`src/sv/smax_pkg.sv`:
```
// Package for the softmax block: item and result types, status and register codes,
// and the fixed-point constants of the exponential. Used by softmax_along_axis and smax_div.
`default_nettype none

package smax_pkg;

	localparam int MAX_ELEMENTS_DEF  = 1024;
	localparam int MAX_SUM_SLOTS_DEF = 256;
	localparam int MAX_AXIS_DEF      = 256;

	localparam int DIV_W = 64;

	localparam logic [1:0] ST_OK    = 2'd0;
	localparam logic [1:0] ST_FULL  = 2'd1;
	localparam logic [1:0] ST_EARLY = 2'd2;
	localparam logic [1:0] ST_SAT   = 2'd3;

	localparam logic [1:0] REG_OUTER = 2'd0;
	localparam logic [1:0] REG_AXIS  = 2'd1;
	localparam logic [1:0] REG_INNER = 2'd2;

	localparam logic       CMD_LOAD = 1'b0;
	localparam logic       CMD_READ = 1'b1;

	localparam logic [57:0] LN2_Q58 = 58'h2C5C85FDF473DE7;
	localparam logic [63:0] ONE_Q62 = 64'h4000000000000000;
	localparam logic [47:0] EXP_MAX = 48'hFFFFFFFFFFFF;
	localparam logic [55:0] SUM_MAX = 56'hFFFFFFFFFFFFFF;
	localparam logic [4:0]  LAST_TERM = 5'd24;

	typedef struct packed {
		logic               cmd;
		logic signed [15:0] logit;
	} item_t;

	typedef struct packed {
		logic [16:0] probability;
		logic        last;
		logic [1:0]  status;
	} result_t;

endpackage

`default_nettype wire

```
`src/sv/smax_div.sv`:
```
// Shared restoring divider, one quotient bit per cycle, for the softmax block.
// Depends on smax_pkg for the operand width.
`default_nettype none

module smax_div (
	input  wire logic                        clk,
	input  wire logic                        arst_n,
	input  wire logic                        start,
	input  wire logic [smax_pkg::DIV_W-1:0]  dividend,
	input  wire logic [smax_pkg::DIV_W-1:0]  divisor,
	output logic                             busy,
	output logic                             done,
	output logic      [smax_pkg::DIV_W-1:0]  quotient,
	output logic      [smax_pkg::DIV_W-1:0]  remainder
);

	localparam int W  = smax_pkg::DIV_W;
	localparam int CW = $clog2(W + 1);

	logic [W:0]    rem_q;
	logic [W-1:0]  quo_q;
	logic [W-1:0]  den_q;
	logic [CW-1:0] cnt_q;
	logic          busy_q;
	logic          done_q;
	logic [W:0]    trial;
	logic          fits;

	assign trial = {rem_q[W-1:0], quo_q[W-1]};
	assign fits  = trial >= {1'b0, den_q};

	always_ff @(posedge clk or negedge arst_n) begin
		if (!arst_n) begin
			busy_q <= 1'b0;
			done_q <= 1'b0;
			cnt_q  <= '0;
		end else begin
			done_q <= 1'b0;
			if (start) begin
				busy_q <= 1'b1;
				cnt_q  <= CW'(W);
			end else if (busy_q) begin
				cnt_q <= cnt_q - CW'(1);
				if (cnt_q == CW'(1)) begin
					busy_q <= 1'b0;
					done_q <= 1'b1;
				end
			end
		end
	end

	always_ff @(posedge clk) begin
		if (start) begin
			rem_q <= '0;
			quo_q <= dividend;
			den_q <= divisor;
		end else if (busy_q) begin
			rem_q <= fits ? (trial - {1'b0, den_q}) : trial;
			quo_q <= {quo_q[W-2:0], fits};
		end
	end

	assign busy      = busy_q;
	assign done      = done_q;
	assign quotient  = quo_q;
	assign remainder = rem_q[W-1:0];

endmodule

`default_nettype wire

```
`config.mk`:
```
export PLATFORM = sky130hd
export DESIGN_NAME = smax_div
export DESIGN_NICKNAME = d
export VERILOG_FILES = /design/src/sv/smax_pkg.sv /design/src/sv/smax_div.sv
export SDC_FILE = /design/constraint.sdc
export NUM_CORES = 1
export LEC_CHECK = 0
export ABC_AREA = 1
export ABC_CLOCK_PERIOD_IN_PS = 4100
export BUFFER_PORTS_ARGS = -buffer_cell sky130_fd_sc_hd__buf_2
export CAP_MARGIN = 40
export CORE_ASPECT_RATIO = 1.4
export CORE_MARGIN = 2
export CORE_UTILIZATION = 45
export CTS_CLUSTER_DIAMETER = 150
export DETAILED_ROUTE_END_ITERATION = 6
export HOLD_SLACK_MARGIN = 0.02
export PLACE_DENSITY_LB_ADDON = 0.15
export REMOVE_ABC_BUFFERS = 1
export SYNTH_ARGS = -nofsm -noshare
export SYNTH_HDL_FRONTEND = slang
export SYNTH_SLANG_ARGS = --single-unit
```
`constraint.sdc`:
```
create_clock -name clk -period 4.1 [get_ports clk]
set_input_delay 0.615 -clock clk [delete_from_list [all_inputs] [get_ports clk]]
set_output_delay 0.615 -clock clk [all_outputs]
set_load 0.05 [all_outputs]
```
==> results.cfg, run 1 <==
[status]
status = complete, no violations

[routing]
wl_per_cell_um = 16.3
dr.pass1.iters = 5
vias_per_cell = 4.88
route.final.wire_length_um = 46400
detail-route-antenna-nets = 0
first_iter_violations = 794
detail_route.drc_violations = 0
via_count = 13900

[sta]
slew_violations = 0
worst-slew-pin-transition_ns = 0.795
finalCritPeriodShare = 0.725
fmax_mhz = 336
timing_hold_violations_final = 0
finalSetupTns_ns = 0
grt_setup_unrepaired = false
whs_ns = 0.251
fin_crit_ns = 2.97
max_slew_margin = 0.470
setup_viol = 0
fin_skew_ns = 0.0108

[layout]
layout.nets = 2631
fin_cells = 2844
drive_gt1_frac = 0.141
syn2layout_area_growth_pct = 16.3
antenna_cells = 0
fillers = 3280

[global_route]
antenna_found_initial = 0
track_usage = 0.278
grt_util_met3 = 0.0430
grt_pass1_vias = 13900
grt.overflow.total = 0
grtUsageMet1 = 0.319
grt_pass1_wl_um = 72900
grt_max_degree = 68
use_met2 = 0.509
grt-busiest-layer = met2

[floorplanning]
die_h_um = 215
core_um2 = 31500
io_pins = 261
die_area_um2 = 33300
initial_core_util = 0.455
die_x_um = 155
rows = 77

[flow_run]
max-cap-violations = 0

[place]
gp_congestion = 0.969
place_inst = 2803
post-dp-hpwl_um = 37600
port_buffers = 260

[clock_tree]
numCtsBuffers = 22
postCtsSetupRepairBufs = 0
ctsResizeCount = 0
cts_hold_buf = 1
clockBufferDepth = 3
clkSlewWorstSetupHoldPaths_ns = 0.07
htreeDepth = 1
clk_latency_ns = 0.53
root_buffer = clkbuf_16
cts_tree = done
cts_num_sinks = 201

[synth]
syn_area_um2 = 14300
yosysTopAreaCellShare = 0.268
ys_seq_area_frac = 0.373
yosysMostFrequentCell = nand2_1
postSynthCellCount = 2184
synth_commonest_cells = nand2_1, inv_1, nand3_1
ys_types = 39
synth_edf_count = 128
synth.area.top_cells = edfxtp_1, nand2_1, inv_1
syn_avg_cell_area_um2 = 6.57
synth_top_area_cell = edfxtp_1
async_flop_share = 0.0448
synth-main-ff-cell = edfxtp_1
ys_warn_count = 0
ys_ff_latch = 201

[min_path]
hp-start = divisor[8]
hold_depth = 1
hold_class = in2reg
hold_path_end = den_q[8]

[pwr]
vdd_drop_max_mv = 0.289
p_per_area_nw_per_um2 = 315
cellLeakagePower_uw = 0.00954

[critical_path]
r2r_setup_slack_ns = 1.13
crit_path_end_kind = flip-flop
rr_startpoint = rem_q[48]
setup.worst_path.start_class = flip-flop
cp.arrival_ns = 3.39
reg2reg_depth = 13
worstPathRequired_ns = 4.52
rr_endpoint = rem_q[53]
cp_max_fo = 64
critical_path_class = reg2reg
## state kept, by name (all words and copies together), names as in the netlist
name and flops:
busy 1, cnt_q 7, den_q 64, done 1, quotient 64, rem_q 64
## critical path, cell delays in order (launching register included)
cell and delay, ns:
dfxtp_1 0.34, ha_1 0.45, nand2_1 0.11, inv_1 0.08, nand2_1 0.10, nor2_1 0.36, nand4_1 0.20, o21bai_2 0.19
nor2_4 0.16, nand2_4 0.12, buf_12 0.27, nand3_1 0.27, nand2_1 0.14, nand2_1 0.05
## how the worst max path moves through the flow
stage,start,end,cells past startpoint
CTS,rem_q[48],rem_q[53],13
detailed placement,den_q[49],rem_q[53],14
floorplan,busy,quotient[0],2
global route,rem_q[55],rem_q[23],12
finish,rem_q[48],rem_q[53],13
global placement,den_q[49],rem_q[53],14
## area by class of cell
cell class | count | area (um^2) | share of cell area
Sequential cell | 201 | 5350 | 0.321
Tap cell | 395 | 494 | 0.0296
Inverter | 452 | 1700 | 0.102
Clock inverter | 10 | 58.8 | 0.00353
Clock buffer | 30 | 632 | 0.0379
Timing Repair Buffer | 273 | 1430 | 0.0857
Multi-Input combinational cell | 1483 | 7020 | 0.421
## cell families (layout without fill, tap and decap cells)
group                    Yosys count  count (layout)  share of synthesized area
flip-flops                       201             201                      0.373
XOR/XNOR                          31              31                     0.0189
buffers and inverters            500             765                      0.138
AND/OR/NAND/NOR                 1269            1269                      0.367
AO/OA/AOI/OAI                    116             116                     0.0434
adder cells (fa/ha/maj)           67              67                     0.0590
## power by group
group          internal [uW]  switching, uW  total, uW  leakage [uW]
Sequential              2310           71.7       2380       0.00195
Clock                   1080            839       1920      0.000335
Combinational            268            689        957       0.00725
Total                   3660           1600       5260       0.00954
## cells in the final DEF (no fill, tap or decap), drive strengths merged
| master | synthesis | final |
|---|---|---|
| clkinv | 1 | 9 |
| clkinvlp | 0 | 2 |
| nor2 | 124 | 124 |
| xor2 | 2 | 2 |
| or2 | 1 | 1 |
| a21boi | 1 | 1 |
| clkbuf | 25 | 30 |
| nor3 | 13 | 13 |
| nand3 | 153 | 153 |
| nand3b | 35 | 35 |
| edfxtp | 128 | 128 |
| buf | 23 | 272 |
| dfxtp | 64 | 64 |
| nand2 | 918 | 918 |
| inv | 451 | 451 |
| dfrtp | 9 | 9 |
| a31oi | 1 | 1 |
| dlygate4sd3 | 0 | 1 |
| o21ai | 46 | 46 |
| and2 | 4 | 4 |
| o22ai | 1 | 1 |
| ha | 66 | 66 |
| xnor2 | 29 | 29 |
| nor4 | 2 | 2 |
| a21o | 3 | 3 |
| o21bai | 9 | 9 |
| a21oi | 55 | 55 |
| fa | 1 | 1 |
| nand4 | 18 | 18 |
| and3 | 1 | 1 |
## per-stage QoR
step / total power (uW) / instance area [um^2] / utilization / worst slack, ns
floorplan: 3080 / 14100 / - / 0.0827
global placement: 3370 / 16000 / 0.507 / 1.07
detailed placement: 3390 / 16000 / 0.507 / 1.05
CTS: 5310 / 16700 / 0.529 / 1.03
global route: 5480 / 16700 / 0.529 / 0.822
finish: 5260 / 16700 / 0.529 / 1.13
## layer usage
layer,vias to the layer above,share of wire
met5,-,0
met4,0,0.045
met3,75,0.053
met2,383,0.50
met1,6256,0.40
li1,7168,-
No activity file was read; power rests on OpenSTA's default activity.
==> run 2: changes to the inputs <==
Settings changed: ABC_CLOCK_PERIOD_IN_PS 4100 to 2700.
Clock period 4.1 ns to 2.7 ns, I/O delays scaled along.
==> results.cfg, run 2 (synthesized netlist as in run 1, its figures left out) <==
[status]
status = complete, no violations

[global_route]
grt_pass1_wl_um = 74500
grt_util_met3 = 0.0430
track_usage = 0.288
grt.overflow.total = 0
grtUsageMet1 = 0.333
grt_pass1_vias = 14000
grt_max_degree = 128
antenna_found_initial = 0
use_met2 = 0.520
grt-busiest-layer = met2

[floorplanning]
die_area_um2 = 33300
initial_core_util = 0.455
io_pins = 261
rows = 77
die_h_um = 215
core_um2 = 31500
die_x_um = 155

[pwr]
p_per_area_nw_per_um2 = 471
seqPwrFrac = 0.448
vdd_drop_max_mv = 0.570
clkPwrFrac = 0.370
switchingPower_uw = 2420
swShare = 0.299
cellLeakagePower_uw = 0.00980
pwr-share-comb = 0.182
power.internal_uw = 5670

[clock_tree]
clockBufferDepth = 3
cts_num_sinks = 201
clkSlewWorstSetupHoldPaths_ns = 0.07
htreeDepth = 1
clk_latency_ns = 0.53
cts_tree = done
root_buffer = clkbuf_16
numCtsBuffers = 22

[critical_path]
critical_path_class = reg2reg
setup.worst_path.start_class = flip-flop
cp_max_fo = 26
crit_buf_inv = 1
cp_cell_sequence = ha_1 -> nand2_1 -> nor2_1 -> nand2_1 -> nor2_1 -> nand4_1 -> o21bai_2 -> nor2_4 -> nand2_4 -> buf_12 -> nand3_1 -> nand2_1 -> nand2_1
slowest_stage = ha_1
r2r_setup_slack_ns = 0.15
critPathMostFrequentCell = nand2_1
crit_path_end_kind = flip-flop
worstPathRequired_ns = 3.13
cp_top_family = simple AND/OR/NAND/NOR gates
cpPeakStageDelay_ns = 0.42
cp.arrival_ns = 2.97

[sta]
worst-slew-pin-transition_ns = 0.749
finalSetupTns_ns = 0
timing_hold_violations_final = 0
fin_crit_ns = 2.55
fmax_mhz = 393
setup_viol = 0
finalCritPeriodShare = 0.944
fin_skew_ns = 0.0194
max_slew_margin = 0.501
layout_setup_ws_ns = 0.152
slew_violations = 0

[routing]
vias_per_cell = 4.86
dr.pass1.iters = 7
route.final.wire_length_um = 48300
via_count = 14000
detail-route-antenna-nets = 0
first_iter_violations = 789
detail_route.drc_violations = 0
wl_per_cell_um = 16.7

[layout]
fillers = 3290
drive_gt1_frac = 0.161
multi_input_area_um2 = 7070
layout_common_cells = nand2_1, inv_1, buf_2, nand3_1, edfxtp_1
post-route-util = 0.545
final_common_cell = nand2_1
layout.nets = 2672
seqCellArea_um2 = 5350
antenna_cells = 0
syn2layout_area_growth_pct = 19.6

[place]
port_buffers = 260
post-place-ws_ns = -0.0192
gp_congestion = 0.958
post-dp-hpwl_um = 39000

[flow_run]
max-cap-violations = 0

[min_path]
hold_class = in2reg
==> run 2: changes by cell type in the layout (fill, tap and decap cells not counted), sizes merged <==
| cell | previous run | this run |
|---|---|---|
| clkinvlp | 2 | 1 |
| buf | 272 | 312 |
| inv | 451 | 450 |
| bufinv | 0 | 1 |
| clkbuf | 30 | 32 |
==> run 2: stage by stage <==
stage	total power, uW	instances	hold WS (ns)	cell area (um^2)
6_report	8090	2885	0.0434	17200
5_1_grt	8430	2885	0.0341	17200
4_1_cts	8170	2880	0.0210	17000
3_5_place_dp	5150	2839	0.265	16300
2_1_floorplan	4670	2136	0.109	14100
3_3_place_gp	5140	2839	0.263	16300
==> run 2: what timing repair did <==
item | in CTS | in global routing
setup buffers | 0 | 4
hold buffers | 1 | 0
resized for setup | 1 | 18
setup endpoints to repair | 2 | 54
pin swaps | 0 | 4
hold endpoints to repair | 9 | 0
cloned | 0 | 1
==> run 2: power groups by stage <==
| stage | clock [uW] | combinational [uW] | sequential [uW] |
|---|---|---|---|
| CTS | 3070 | 1480 | 3620 |
| global route | 3160 | 1620 | 3640 |
| finish | 2990 | 1480 | 3620 |
| global placement | 0 | 1460 | 3680 |
| floorplan | 0 | 606 | 4070 |
| detailed placement | 0 | 1480 | 3680 |
==> run 2: worst paths after layout <==
check                            start   endpoint  depth (start not counted)
max                          rem_q[55]  rem_q[50]                         13
min                        divisor[43]  den_q[43]                          1
max reg2reg                  rem_q[55]  rem_q[50]                         13
min reg2reg                  rem_q[63]  rem_q[63]                          2
max in group asynchronous       arst_n   cnt_q[3]                          2
min in group asynchronous       arst_n   cnt_q[1]                          2
==> run 2: worst reg2reg max path: stages (launching register included) <==
cell and delay (ns):
dfxtp_1 0.35, ha_1 0.42, nand2_1 0.12, nor2_1 0.32, nand2_1 0.10, nor2_1 0.12
nand4_1 0.12, o21bai_2 0.18, nor2_4 0.10, nand2_4 0.11, buf_12 0.20, nand3_1 0.18
nand2_1 0.11, nand2_1 0.04
==> run 2: routing by layer <==
layer | up-vias | share of wire
met5 | - | 0
met4 | 0 | 0.051
met3 | 99 | 0.057
met2 | 432 | 0.49
met1 | 6227 | 0.40
li1 | 7253 | -
==> run 2: cell type report <==
type / instances / area share
clock buffer: 31 / 0.0370
clock inverter: 9 / 0.00401
sequential: 201 / 0.312
tap: 395 / 0.0288
inverter: 452 / 0.0990
timing repair buffer: 314 / 0.107
multi-input combinational: 1483 / 0.412
